### src/rtl/pnm_header_parser_core_macros.svh
// Assertion macros for the PNM header parser.
// Each one expects clk and rst_n in scope.
`ifndef PNM_HEADER_PARSER_CORE_MACROS_SVH
`define PNM_HEADER_PARSER_CORE_MACROS_SVH

// Same-cycle implication, disabled in reset.
`define PHP_ASSERT_IMP(lbl, ante, cons, msg) \
    lbl: assert property (@(posedge clk) disable iff (!rst_n) (ante) |-> (cons)) \
        else $error(msg);

// Next-cycle implication, disabled in reset.
`define PHP_ASSERT_NEXT(lbl, ante, cons, msg) \
    lbl: assert property (@(posedge clk) disable iff (!rst_n) (ante) |=> (cons)) \
        else $error(msg);

`endif

### src/rtl/php_pkg.sv
package php_pkg;

    // Width of parsed numbers; each number saturates at all ones.
    localparam int VALUE_BITS = 31;
    // Room for value * 10 + 9 before saturation.
    localparam int ACC_BITS   = VALUE_BITS + 4;

    localparam logic [VALUE_BITS-1:0] VALUE_MAX = {VALUE_BITS{1'b1}};

    // Character codes
    localparam logic [7:0] CH_HASH  = 8'h23;
    localparam logic [7:0] CH_P     = 8'h50;
    localparam logic [7:0] CH_4     = 8'h34;
    localparam logic [7:0] CH_6     = 8'h36;
    localparam logic [7:0] CH_0     = 8'h30;
    localparam logic [7:0] CH_9     = 8'h39;
    localparam logic [7:0] CH_SPACE = 8'h20;
    localparam logic [7:0] CH_TAB   = 8'h09;
    localparam logic [7:0] CH_NL    = 8'h0A;

    typedef enum logic [1:0] {
        ACT_DATA    = 2'd0,
        ACT_END     = 2'd1,
        ACT_RESTART = 2'd2
    } action_t;

    typedef enum logic [2:0] {
        ST_OK         = 3'd0,
        ST_NO_P       = 3'd1,
        ST_BAD_TYPE   = 3'd2,
        ST_NO_WIDTH   = 3'd3,
        ST_NO_HEIGHT  = 3'd4,
        ST_NO_MAXVAL  = 3'd5
    } status_t;

    typedef enum logic [1:0] {
        IMG_P4 = 2'd0,
        IMG_P5 = 2'd1,
        IMG_P6 = 2'd2
    } image_t;

    typedef enum logic [3:0] {
        PH_MAGIC = 4'd0,
        PH_TYPE  = 4'd1,
        PH_SEP_W = 4'd2,
        PH_NUM_W = 4'd3,
        PH_SEP_H = 4'd4,
        PH_NUM_H = 4'd5,
        PH_SEP_M = 4'd6,
        PH_NUM_M = 4'd7,
        PH_DONE  = 4'd8
    } phase_t;

    typedef struct packed {
        status_t                status;
        image_t                 image_type;
        logic [VALUE_BITS-1:0]  image_width;
        logic [VALUE_BITS-1:0]  image_height;
        logic [VALUE_BITS-1:0]  max_value;
    } result_t;

    function automatic logic is_digit(input logic [7:0] b);
        return (b >= CH_0) && (b <= CH_9);
    endfunction

    function automatic logic is_space(input logic [7:0] b);
        return (b == CH_SPACE) || (b == CH_TAB) || (b == CH_NL);
    endfunction

endpackage

### src/rtl/php_stream_if.sv
// Header byte channel.
interface php_stream_if;
    logic       valid;
    logic       ready;
    logic [1:0] action;
    logic [7:0] data_byte;

    modport source (output valid, output action, output data_byte, input ready);
    modport sink   (input valid, input action, input data_byte, output ready);
endinterface

### src/rtl/php_result_if.sv
// Parsed header result channel.
interface php_result_if;
    logic                          valid;
    logic                          ready;
    logic [2:0]                    status;
    logic [1:0]                    image_type;
    logic [php_pkg::VALUE_BITS-1:0] image_width;
    logic [php_pkg::VALUE_BITS-1:0] image_height;
    logic [php_pkg::VALUE_BITS-1:0] max_value;

    modport source (output valid, output status, output image_type, output image_width,
                    output image_height, output max_value, input ready);
    modport sink   (input valid, input status, input image_type, input image_width,
                    input image_height, input max_value, output ready);
endinterface

### src/rtl/pnm_header_parser_core.sv
// Channel   Dir   Word                                   Note
// stream    in    action, data_byte                      one header byte or command
// result    out   status, image_type, width/height/max   at most one per header
//
// One word per cycle sustained while the result is taken; a word waits in the
// input stage, where the parse step (one 35-bit multiply-by-ten add and compare)
// runs, and the result lands in the output register on the edge the word leaves.
// A stalled result holds the input stage; stream.ready stays high while the
// result register is empty or being taken.
// rst_n clears parse state to "expect magic" and empties both stages.
`include "pnm_header_parser_core_macros.svh"

module pnm_header_parser_core
(
    input  logic                clk,
    input  logic                rst_n,
    php_stream_if.sink          stream,
    php_result_if.source        result
);

    // Input stage
    logic                 stage_valid_reg;
    logic [1:0]           stage_action_reg;
    logic [7:0]           stage_byte_reg;

    // Parse state
    php_pkg::phase_t                  phase_reg, phase_next;
    logic                             in_comment_reg, in_comment_next;
    logic [php_pkg::VALUE_BITS-1:0]   acc_reg, acc_next;
    logic [php_pkg::VALUE_BITS-1:0]   width_reg, width_next;
    logic [php_pkg::VALUE_BITS-1:0]   height_reg, height_next;
    php_pkg::image_t                  type_reg, type_next;

    // Output register
    logic                 out_valid_reg;
    php_pkg::result_t     out_data_reg;

    // Step logic
    logic                             out_free;
    logic                             stage_fire;
    logic                             emit;
    php_pkg::result_t                 res;
    logic                             do_sep;
    php_pkg::phase_t                  sep_num;
    php_pkg::status_t                 sep_err;
    logic [3:0]                       digit;
    logic [php_pkg::ACC_BITS-1:0]     acc_ext;
    logic [php_pkg::ACC_BITS-1:0]     acc_mul;
    logic [php_pkg::VALUE_BITS-1:0]   acc_sat;
    logic                             b_digit;

    // Handshake
    assign out_free     = !out_valid_reg || result.ready;
    assign stage_fire   = stage_valid_reg && out_free;
    assign stream.ready = !stage_valid_reg || out_free;

    // Decimal accumulate with saturation
    assign b_digit = php_pkg::is_digit(stage_byte_reg);
    assign digit   = 4'(stage_byte_reg - php_pkg::CH_0);
    assign acc_ext = php_pkg::ACC_BITS'(acc_reg);
    assign acc_mul = (acc_ext << 3) + (acc_ext << 1) + php_pkg::ACC_BITS'(digit);
    assign acc_sat = (acc_mul > php_pkg::ACC_BITS'(php_pkg::VALUE_MAX))
                   ? php_pkg::VALUE_MAX : acc_mul[php_pkg::VALUE_BITS-1:0];

    // Parse step for the word in the input stage
    always_comb
    begin
        phase_next      = phase_reg;
        in_comment_next = in_comment_reg;
        acc_next        = acc_reg;
        width_next      = width_reg;
        height_next     = height_reg;
        type_next       = type_reg;
        emit            = 1'b0;
        res             = '0;
        do_sep          = 1'b0;
        sep_num         = php_pkg::PH_NUM_W;
        sep_err         = php_pkg::ST_NO_WIDTH;

        case (php_pkg::action_t'(stage_action_reg))
            php_pkg::ACT_DATA:
            begin
                case (phase_reg)
                    php_pkg::PH_MAGIC:
                    begin
                        if (in_comment_reg)
                        begin
                            if (stage_byte_reg == php_pkg::CH_NL)
                                in_comment_next = 1'b0;
                        end
                        else if (stage_byte_reg == php_pkg::CH_HASH)
                            in_comment_next = 1'b1;
                        else if (stage_byte_reg == php_pkg::CH_P)
                            phase_next = php_pkg::PH_TYPE;
                        else
                        begin
                            emit       = 1'b1;
                            res.status = php_pkg::ST_NO_P;
                        end
                    end
                    php_pkg::PH_TYPE:
                    begin
                        if (stage_byte_reg >= php_pkg::CH_4 && stage_byte_reg <= php_pkg::CH_6)
                        begin
                            // '4'..'6' carry the type in their low two bits
                            type_next  = php_pkg::image_t'(stage_byte_reg[1:0]);
                            phase_next = php_pkg::PH_SEP_W;
                        end
                        else
                        begin
                            emit       = 1'b1;
                            res.status = php_pkg::ST_BAD_TYPE;
                        end
                    end
                    php_pkg::PH_SEP_W:
                    begin
                        do_sep  = 1'b1;
                        sep_num = php_pkg::PH_NUM_W;
                        sep_err = php_pkg::ST_NO_WIDTH;
                    end
                    php_pkg::PH_NUM_W:
                    begin
                        if (b_digit)
                            acc_next = acc_sat;
                        else
                        begin
                            width_next = acc_reg;
                            phase_next = php_pkg::PH_SEP_H;
                            do_sep     = 1'b1;
                            sep_num    = php_pkg::PH_NUM_H;
                            sep_err    = php_pkg::ST_NO_HEIGHT;
                        end
                    end
                    php_pkg::PH_SEP_H:
                    begin
                        do_sep  = 1'b1;
                        sep_num = php_pkg::PH_NUM_H;
                        sep_err = php_pkg::ST_NO_HEIGHT;
                    end
                    php_pkg::PH_NUM_H:
                    begin
                        if (b_digit)
                            acc_next = acc_sat;
                        else
                        begin
                            height_next = acc_reg;
                            if (type_reg == php_pkg::IMG_P4)
                            begin
                                // any non-digit byte ends a bitmap header here
                                emit             = 1'b1;
                                res.status       = php_pkg::ST_OK;
                                res.image_type   = type_reg;
                                res.image_width  = width_reg;
                                res.image_height = acc_reg;
                            end
                            else
                            begin
                                phase_next = php_pkg::PH_SEP_M;
                                do_sep     = 1'b1;
                                sep_num    = php_pkg::PH_NUM_M;
                                sep_err    = php_pkg::ST_NO_MAXVAL;
                            end
                        end
                    end
                    php_pkg::PH_SEP_M:
                    begin
                        do_sep  = 1'b1;
                        sep_num = php_pkg::PH_NUM_M;
                        sep_err = php_pkg::ST_NO_MAXVAL;
                    end
                    php_pkg::PH_NUM_M:
                    begin
                        if (b_digit)
                            acc_next = acc_sat;
                        else
                        begin
                            emit             = 1'b1;
                            res.status       = php_pkg::ST_OK;
                            res.image_type   = type_reg;
                            res.image_width  = width_reg;
                            res.image_height = height_reg;
                            res.max_value    = acc_reg;
                        end
                    end
                    default:
                    begin
                        // finished: ignore until restart
                    end
                endcase

                // Separator handling between fields
                if (do_sep)
                begin
                    if (in_comment_reg)
                    begin
                        if (stage_byte_reg == php_pkg::CH_NL)
                            in_comment_next = 1'b0;
                    end
                    else if (php_pkg::is_space(stage_byte_reg))
                    begin
                        // skip
                    end
                    else if (stage_byte_reg == php_pkg::CH_HASH)
                        in_comment_next = 1'b1;
                    else if (b_digit)
                    begin
                        acc_next   = php_pkg::VALUE_BITS'(digit);
                        phase_next = sep_num;
                    end
                    else
                    begin
                        emit       = 1'b1;
                        res.status = sep_err;
                    end
                end
            end
            php_pkg::ACT_END:
            begin
                case (phase_reg)
                    php_pkg::PH_MAGIC:
                    begin
                        emit       = 1'b1;
                        res.status = php_pkg::ST_NO_P;
                    end
                    php_pkg::PH_TYPE:
                    begin
                        emit       = 1'b1;
                        res.status = php_pkg::ST_BAD_TYPE;
                    end
                    php_pkg::PH_SEP_W:
                    begin
                        emit       = 1'b1;
                        res.status = php_pkg::ST_NO_WIDTH;
                    end
                    php_pkg::PH_NUM_W,
                    php_pkg::PH_SEP_H:
                    begin
                        emit       = 1'b1;
                        res.status = php_pkg::ST_NO_HEIGHT;
                    end
                    php_pkg::PH_NUM_H:
                    begin
                        height_next = acc_reg;
                        emit        = 1'b1;
                        if (type_reg == php_pkg::IMG_P4)
                        begin
                            res.status       = php_pkg::ST_OK;
                            res.image_type   = type_reg;
                            res.image_width  = width_reg;
                            res.image_height = acc_reg;
                        end
                        else
                            res.status = php_pkg::ST_NO_MAXVAL;
                    end
                    php_pkg::PH_SEP_M:
                    begin
                        emit       = 1'b1;
                        res.status = php_pkg::ST_NO_MAXVAL;
                    end
                    php_pkg::PH_NUM_M:
                    begin
                        emit             = 1'b1;
                        res.status       = php_pkg::ST_OK;
                        res.image_type   = type_reg;
                        res.image_width  = width_reg;
                        res.image_height = height_reg;
                        res.max_value    = acc_reg;
                    end
                    default:
                    begin
                        // finished: ignore until restart
                    end
                endcase
            end
            php_pkg::ACT_RESTART:
            begin
                phase_next      = php_pkg::PH_MAGIC;
                in_comment_next = 1'b0;
                acc_next        = '0;
                width_next      = '0;
                height_next     = '0;
                type_next       = php_pkg::IMG_P4;
            end
            default:
            begin
                // unused action code: no effect
            end
        endcase

        // Any result ends the header
        if (emit)
        begin
            phase_next      = php_pkg::PH_DONE;
            in_comment_next = 1'b0;
        end
    end

    // Input stage register
    always_ff @(posedge clk or negedge rst_n)
    begin
        if (!rst_n)
            stage_valid_reg <= 1'b0;
        else if (stream.ready)
            stage_valid_reg <= stream.valid;
    end

    always_ff @(posedge clk)
    begin
        if (stream.ready && stream.valid)
        begin
            stage_action_reg <= stream.action;
            stage_byte_reg   <= stream.data_byte;
        end
    end

    // Parse state registers
    always_ff @(posedge clk or negedge rst_n)
    begin
        if (!rst_n)
        begin
            phase_reg      <= php_pkg::PH_MAGIC;
            in_comment_reg <= 1'b0;
            acc_reg        <= '0;
            width_reg      <= '0;
            height_reg     <= '0;
            type_reg       <= php_pkg::IMG_P4;
        end
        else if (stage_fire)
        begin
            phase_reg      <= phase_next;
            in_comment_reg <= in_comment_next;
            acc_reg        <= acc_next;
            width_reg      <= width_next;
            height_reg     <= height_next;
            type_reg       <= type_next;
        end
    end

    // Result register
    always_ff @(posedge clk or negedge rst_n)
    begin
        if (!rst_n)
            out_valid_reg <= 1'b0;
        else if (out_free)
            out_valid_reg <= stage_fire && emit;
    end

    always_ff @(posedge clk)
    begin
        if (stage_fire && emit)
            out_data_reg <= res;
    end

    assign result.valid        = out_valid_reg;
    assign result.status       = out_data_reg.status;
    assign result.image_type   = out_data_reg.image_type;
    assign result.image_width  = out_data_reg.image_width;
    assign result.image_height = out_data_reg.image_height;
    assign result.max_value    = out_data_reg.max_value;

    // Checks
    `PHP_ASSERT_NEXT(a_emit_done, stage_fire && emit, phase_reg == php_pkg::PH_DONE, "result did not finish header")
    `PHP_ASSERT_IMP(a_done_quiet, stage_valid_reg && phase_reg == php_pkg::PH_DONE, !emit, "result after header done")
    `PHP_ASSERT_IMP(a_comment_phase, in_comment_reg, phase_reg == php_pkg::PH_MAGIC || phase_reg == php_pkg::PH_SEP_W || phase_reg == php_pkg::PH_SEP_H || phase_reg == php_pkg::PH_SEP_M, "comment flag in number phase")
    `PHP_ASSERT_IMP(a_error_zero, out_valid_reg && out_data_reg.status != php_pkg::ST_OK, out_data_reg.image_type == php_pkg::IMG_P4 && out_data_reg.image_width == '0 && out_data_reg.image_height == '0 && out_data_reg.max_value == '0, "error result carries fields")
    `PHP_ASSERT_NEXT(a_stage_hold, stage_valid_reg && !out_free, stage_valid_reg && $stable(stage_byte_reg) && $stable(phase_reg), "stalled word lost")

endmodule
### src/flat_wrapper.sv
// flat-port wrapper written by rule: the top's interface ports become plain ports
module pnm_header_parser_core_flat 
  (clk, rst_n, stream_valid, stream_action, stream_data_byte, stream_ready, result_valid, result_status, result_image_type, result_image_width, result_image_height, result_max_value, result_ready);
  php_stream_if stream_i ();
  php_result_if result_i ();
  input  logic clk;
  input  logic rst_n;
  input wire logic [$bits(stream_i.valid)-1:0] stream_valid;
  input wire logic [$bits(stream_i.action)-1:0] stream_action;
  input wire logic [$bits(stream_i.data_byte)-1:0] stream_data_byte;
  output wire logic [$bits(stream_i.ready)-1:0] stream_ready;
  output wire logic [$bits(result_i.valid)-1:0] result_valid;
  output wire logic [$bits(result_i.status)-1:0] result_status;
  output wire logic [$bits(result_i.image_type)-1:0] result_image_type;
  output wire logic [$bits(result_i.image_width)-1:0] result_image_width;
  output wire logic [$bits(result_i.image_height)-1:0] result_image_height;
  output wire logic [$bits(result_i.max_value)-1:0] result_max_value;
  input wire logic [$bits(result_i.ready)-1:0] result_ready;
  assign stream_i.valid = stream_valid;
  assign stream_i.action = stream_action;
  assign stream_i.data_byte = stream_data_byte;
  assign stream_ready = stream_i.ready;
  assign result_valid = result_i.valid;
  assign result_status = result_i.status;
  assign result_image_type = result_i.image_type;
  assign result_image_width = result_i.image_width;
  assign result_image_height = result_i.image_height;
  assign result_max_value = result_i.max_value;
  assign result_i.ready = result_ready;
  pnm_header_parser_core u_core (.clk(clk), .rst_n(rst_n), .stream(stream_i), .result(result_i));
endmodule
### config.mk
export PLATFORM = sky130hd
export DESIGN_NAME = pnm_header_parser_core_flat
export DESIGN_NICKNAME = d
export VERILOG_FILES = /design/src/rtl/php_pkg.sv /design/src/rtl/php_stream_if.sv /design/src/rtl/php_result_if.sv /design/src/rtl/pnm_header_parser_core.sv /design/src/flat_wrapper.sv
export VERILOG_INCLUDE_DIRS = /design/src /design/src/rtl
export SDC_FILE = /design/constraint.sdc
export NUM_CORES = 1
export LEC_CHECK = 0
export BUFFER_PORTS_ARGS = -buffer_cell sky130_fd_sc_hd__buf_2
export CAP_MARGIN = 20
export CORE_MARGIN = 2
export CORE_UTILIZATION = 43
export DETAILED_ROUTE_END_ITERATION = 6
export HOLD_SLACK_MARGIN = 0.08
export PLACE_DENSITY_LB_ADDON = 0.3
export SYNTH_ARGS = -nofsm -noshare
export SYNTH_HDL_FRONTEND = slang
export SYNTH_SLANG_ARGS = --single-unit
export TNS_END_PERCENT = 50
### constraint.sdc
create_clock -name clk -period 5.35 [get_ports clk]
set_clock_uncertainty 0.1 [all_clocks]
set_input_delay 1.07 -clock clk [delete_from_list [all_inputs] [get_ports clk]]
set_output_delay 1.07 -clock clk [all_outputs]
set_load 0.005 [all_outputs]
; ---- Yosys cells after proc, flatten, opt, wreduce, memory -nomap -nowiden
; Cells that the tools add are included.
[classes]
add_sub_neg = 3
order_cmp = 5
eq_ne = 20
n_mux = 87
n_reduce_logical = 26
[ops]
columns = cell, n
row1 = $mux 31, 14
row2 = $pmux 64 s2, 2
row3 = $pmux 98 s2, 1
row4 = $mux 64, 2
row5 = $pmux 31 s2, 2
row6 = $mux 95, 1
row7 = $pmux 31 s3, 1
row8 = $mux 67, 1
row9 = $mux 4, 13
row10 = $add 34x32->35, 1
row11 = $add 35x4->35, 1
row12 = $gt 35x31->1 const B, 1
row13 = $mux 1, 28
row14 = $mux 3, 8
row15 = $pmux 3 s6, 1
row16 = $eq 4x3->1 const B, 4
row17 = $eq 8x4->1 const B, 2
row18 = $eq 8x6->1 const B, 2
row19 = $ge 8x6->1 const B, 2
row20 = $le 8x6->1 const B, 2
row21 = $pmux 4 s4, 1
row22 = $pmux 3 s4, 1
row23 = $ne 2x1->1 const B, 5
row24 = $pmux 3 s3, 1
row25 = other kinds (27), 44
[word_totals]
ff_bits = 210
output_inout_bits = 100
elab_cells = 156

; ---- Longest topological paths before layout
[depth]
ltp_word = 13
depth_mapped = 14
mapped_depth_nobuf = 12

; ---- Worst setup path after synthesis
; OpenSTA, ideal clock, no wires.
[synth_timing]
kind = register -> register
startpoint = reg u_core.phase_reg[0]
endpoint = reg u_core.out_data_reg, in the netlist u_core.result.image_height[0], enable pin
arrival_time_ns = 4.128
path_slack_ns = 0.671
path_stages_with_launch = 10
n_path_buf = 1
path_cell_list = dfrtp_1 > clkbuf_1 > nor2b_1 > nand2_1 > nor3_1 > nor2_1 > a21oi_1 > o21ai_0 > or2_2 > inv_1
[synth_via]
elab_chain_cells = 9
[synth_lines]
columns = item, line
row1 = "start, declared", pnm_header_parser_core.sv:27  ; php_pkg::phase_t phase_reg, phase_next;
row2 = "start signal, assigned", pnm_header_parser_core.sv:321  ; phase_reg <= php_pkg::PH_MAGIC;
row3 = "start signal, assigned", pnm_header_parser_core.sv:330  ; phase_reg <= phase_next;
row4 = "$eq 4x3->1, or another cell as far along", "pnm_header_parser_core.sv:83, pnm_header_parser_core.sv:219"
row5 = $pmux 1 s4, pnm_header_parser_core.sv:83  ; case (phase_reg)
row6 = $mux 1, pnm_header_parser_core.sv:205  ; else if (b_digit)
row7 = $mux 1, pnm_header_parser_core.sv:203  ; else if (stage_byte_reg == php_pkg::CH_HASH)
row8 = $mux 1, pnm_header_parser_core.sv:199  ; else if (php_pkg::is_space(stage_byte_reg))
row9 = $mux 1, pnm_header_parser_core.sv:194  ; if (in_comment_reg)
row10 = $mux 1, pnm_header_parser_core.sv:192  ; if (do_sep)
row11 = $pmux 1 s2 (*), pnm_header_parser_core.sv:80  ; case (php_pkg::action_t'(stage_action_reg))
row12 = $logic_and 1x1->1 (*), pnm_header_parser_core.sv:350  ; if (stage_fire && emit)
row13 = "end signal, assigned", pnm_header_parser_core.sv:351  ; out_data_reg <= res;
row14 = "end, declared", pnm_header_parser_core.sv:36  ; php_pkg::result_t out_data_reg;
; Every way passes the cells marked *; elsewhere a longest branch is shown, timed or not. The select of a mux whose other input is x is not followed.
; A chain may end at the register's enable or synchronous reset.

; ---- Final worst setup path
[layout_timing]
startpoint = reg u_core.acc_reg[0] (netlist bit)
endpoint = reg u_core.acc_reg[17] (netlist bit)
[layout_via]
elab_chain_cells = 12
[layout_lines]
columns = item, line
row1 = "start, declared", pnm_header_parser_core.sv:29  ; logic [php_pkg::VALUE_BITS-1:0] acc_reg, acc_next;
row2 = "start signal, assigned", pnm_header_parser_core.sv:332  ; acc_reg <= acc_next;
row3 = $add 34x32->35 (*), pnm_header_parser_core.sv:61  ; assign acc_mul = (acc_ext << 3) + (acc_ext << 1) + php_pkg::ACC_BITS'(digit);
row4 = $add 35x4->35 (*), pnm_header_parser_core.sv:61
row5 = $gt 35x31->1, pnm_header_parser_core.sv:62  ; assign acc_sat = (acc_mul > php_pkg::ACC_BITS'(php_pkg::VALUE_MAX))
row6 = $mux 31 (*), pnm_header_parser_core.sv:63  ; ? php_pkg::VALUE_MAX : acc_mul[php_pkg::VALUE_BITS-1:0];
row7 = $mux 31 (*), "pnm_header_parser_core.sv:123, pnm_header_parser_core.sv:142, pnm_header_parser_core.sv:173"
row8 = $mux 31 (*), -
row9 = $mux 31, pnm_header_parser_core.sv:205
row10 = $mux 31, pnm_header_parser_core.sv:203
row11 = $mux 31, pnm_header_parser_core.sv:199
row12 = $mux 31, pnm_header_parser_core.sv:194
row13 = $mux 31 (*), pnm_header_parser_core.sv:192
row14 = $pmux 31 s2 (*), pnm_header_parser_core.sv:80
; Every way passes the cells marked *; elsewhere a longest branch is shown, timed or not.

==> flow_summary.toml <==
[outcome]
outcome = "finished clean"

[sta]
whs_ps = 370
min_period_over_period_pct = 79.6
hold_viol = 0
clock.fmax_mhz = 235
slew_viol_final = 0
max_slew_margin_pct = 29.3
setup_violations = 0
final.setup.tns_ps = 0
worst-slew-pin-transition_ps = 1060
worst_slack_ps = 1090
fin_crit_ps = 4260
rsz0062_at_grt = "no"

[synthesis]
synth_cell_types = 80
synth_cells = 1055
syn_avg_cell_area_um2 = 10.5
ys_ff_latch = 210
synth_top_family_by_area = "compound AO/OA/AOI/OAI gates"
synthArstFlopShare_pct = 48.6
yosysSeqAreaShare_pct = 52.4
synthSimpleGateAreaFrac_pct = 17.0
synth_xor_area_share_pct = 1.66
synth_area_um2 = 11100
synth_compound_area_share_pct = 18.2
synth_adder_area_share_pct = 7.26
synth_nets = 1132
yosys_warnings = 0
synth_ff_type = "edfxtp_1"
synth_edf_count = 108
synthMuxAreaShare_pct = 0.362

[setup_path]
cp_data_arrival_time_ps = 4570
cp_max_fo = 19
critPathCaptureType = "flop"
start_kind = "flop"
regToRegSetupSlack_ps = 1090
required_ps = 5660
rr_worst_depth = 12
criticalPathCategory = "reg2reg"

[global_routing]
antenna_found_initial = 0
grt_pass1_wl_um = 44500
grt_use_total_pct = 20.8
grt_pass1_vias = 8020
overflow = 0
grt_max_degree = 66

[detailed_routing]
num_vias = 8383
avgRoutedWirePerCell_um = 18.5
firstDrtPassIters = 4
wirelength_um = 27700
via_per_inst = 5.61
remaining_drc_errors = 0
ant_nets = 0
drtIter0Drc = 743

[floorplanning]
die_h_um = 164
core_um2 = 25300
die_area_um2 = 27000
fp.dieW_um = 164
rows = 58
ios = 114
start_util_pct = 43.8

[worst_hold_path]
hold_depth = 2
min_path_type = "reg2reg"

[placed_design]
gp_congestion = 0.888
dp_hpwl_um = 19700
io_buffers = 113
dp_slack_ps = 1150

[finish]
drive_above_1_share_pct = 15.9
area_delta_synth_final_pct = 13.9
fillCellCount = 2278
antenna_cells = 0
nNetsFinal = 1226

[clock_network]
clk_pin_slew_ps = 60
holdBufCountCts = 0
cts_tree = "yes"
ctsHtreeMaxLevel = 1
clock_path_buffers = 3
postCtsSetupBuffers = 0
cts_made_buffers = 21
clockRootBuffer = "clkbuf_16"
ctsResizeCount = 0
worst_skew_pair.late_latency_ps = 490
cts.sinks = 210

[power_and_ir_drop]
power_density_nw_per_um2 = 303
leakage_nw = 5.31
vdd_drop_max_mv = 0.209

[flow_run]
drv_cap = 0
-- placed cells by master (no fill, tap or decap), drive strengths merged, types with 8 or more instances in the layout --
master | Yosys | routed
nand2 | 142 | 142
buf | 12 | 127
edfxtp | 108 | 108
dfrtp | 102 | 102
o21ai | 96 | 96
and2 | 70 | 70
nor2 | 69 | 69
ha | 61 | 61
a21oi | 52 | 52
a22oi | 31 | 31
clkbuf | 44 | 26
inv | 22 | 23
a221o | 21 | 21
nor3 | 21 | 21
nand3 | 19 | 19
xnor2 | 14 | 14
nand2b | 12 | 12
nor4 | 11 | 11
a31oi | 10 | 10
a21o | 10 | 10
nand4 | 8 | 8
o21a | 8 | 8
nor2b | 8 | 8
-- per-layer routing --
metal	part of all wire [%]	routed length [um]	vias up	track usage (%)
li1	-	-	4092	-
met1	47	13100	3983	31.7
met2	45	12300	267	31.7
met3	6.1	1690	41	2.41
met4	2.0	547	0	5.06
met5	0	0	-	0
-- report_power, final --
group          switching [mW]  total (mW)  internal (mW)
logic                   0.291       0.448          0.157
registers              0.0882        1.94           1.85
clock network           0.597        1.43          0.833
total                   0.977        3.81           2.84
-- synth_stat cells, types with 3 or more instances --
cell type	count	share of area [%]
a21o_1	10	0.68
nand3_1	19	0.86
a2111oi_0	3	0.24
a221oi_1	3	0.24
a211o_1	6	0.48
o211ai_1	7	0.48
nand2_1	141	4.8
inv_1	22	0.75
buf_2	5	0.23
ha_1	61	6.9
or3_1	5	0.28
a221o_1	21	1.9
nand4_1	8	0.45
and3_1	4	0.23
mux2i_1	4	0.36
a21oi_1	50	2.3
nor3_1	21	0.95
o41ai_1	4	0.32
a22oi_1	31	2.1
nor4_1	10	0.57
nand2b_1	12	0.68
nor2b_1	8	0.45
dfrtp_1	102	23
o21a_1	8	0.54
and2_1	70	4.0
xnor2_1	14	1.1
xor2_1	7	0.55
buf_6	6	0.61
or2_2	3	0.17
o22ai_1	3	0.17
o31ai_1	4	0.27
o21ai_1	5	0.23
nor2_1	69	2.3
o21ai_0	89	4.0
clkbuf_1	44	1.5
o31a_1	3	0.24
edfxtp_1	108	29
a31oi_1	10	0.57
-- critical path: stages, from the launching register on --
cell and delay, ps:
dfrtp_1 500, inv_1 100, fa_1 570, inv_1 60
ha_1 300, a211o_1 330, a21oi_1 190, o311ai_0 180
a31oi_1 230, a21oi_1 100, a31oi_1 490, o31a_1 790
a221o_1 230
-- area by class of cell --
type                            count  area [um^2]  share of cell area (%)
Multi-Input combinational cell    767         4960                    39.4
Tap cell                          330          413                    3.28
Sequential cell                   210         5800                    46.0
Clock buffer                       26          554                    4.40
Inverter                           22         85.1                   0.675
Timing Repair Buffer              127          686                    5.44
Clock inverter                     11          108                   0.854
-- metrics by stage --
stage	std cells	power, mW	area (um^2)	util [%]
floorplan	1055	2.22	11100	-
global placement	1455	2.41	11900	47.2
detailed placement	1455	2.41	11900	47.2
CTS	1492	3.84	12600	49.8
global route	1493	3.98	12600	49.9
finish	1493	3.81	12600	49.9
-- kinds of logic (layout without fill, tap and decap cells) --
logic type,count (synthesis),count (layout)
compound gates,294,294
xor+xnor,21,21
fa+ha+maj,63,63
buf+inv,78,186
flops,210,210
mux,4,4
simple gates,385,385
-- path summary, 6_finish.rpt --
kind / from / endpoint
setup / recovery: u_core.acc_reg[0]$_DFFE_PN0P_ / u_core.acc_reg[17]$_DFFE_PN0P_
hold reg to reg: u_core.width_reg[11]$_DFFE_PN0P_ / u_core.width_reg[11]$_DFFE_PN0P_
hold / removal: u_core.width_reg[11]$_DFFE_PN0P_ / u_core.width_reg[11]$_DFFE_PN0P_
max in group asynchronous: rst_n / u_core.height_reg[17]$_DFFE_PN0P_
setup reg to reg: u_core.acc_reg[0]$_DFFE_PN0P_ / u_core.acc_reg[17]$_DFFE_PN0P_
min in group asynchronous: rst_n / u_core.in_comment_reg$_DFFE_PN0P_
Note: power is estimated with default switching activity, not from simulation.
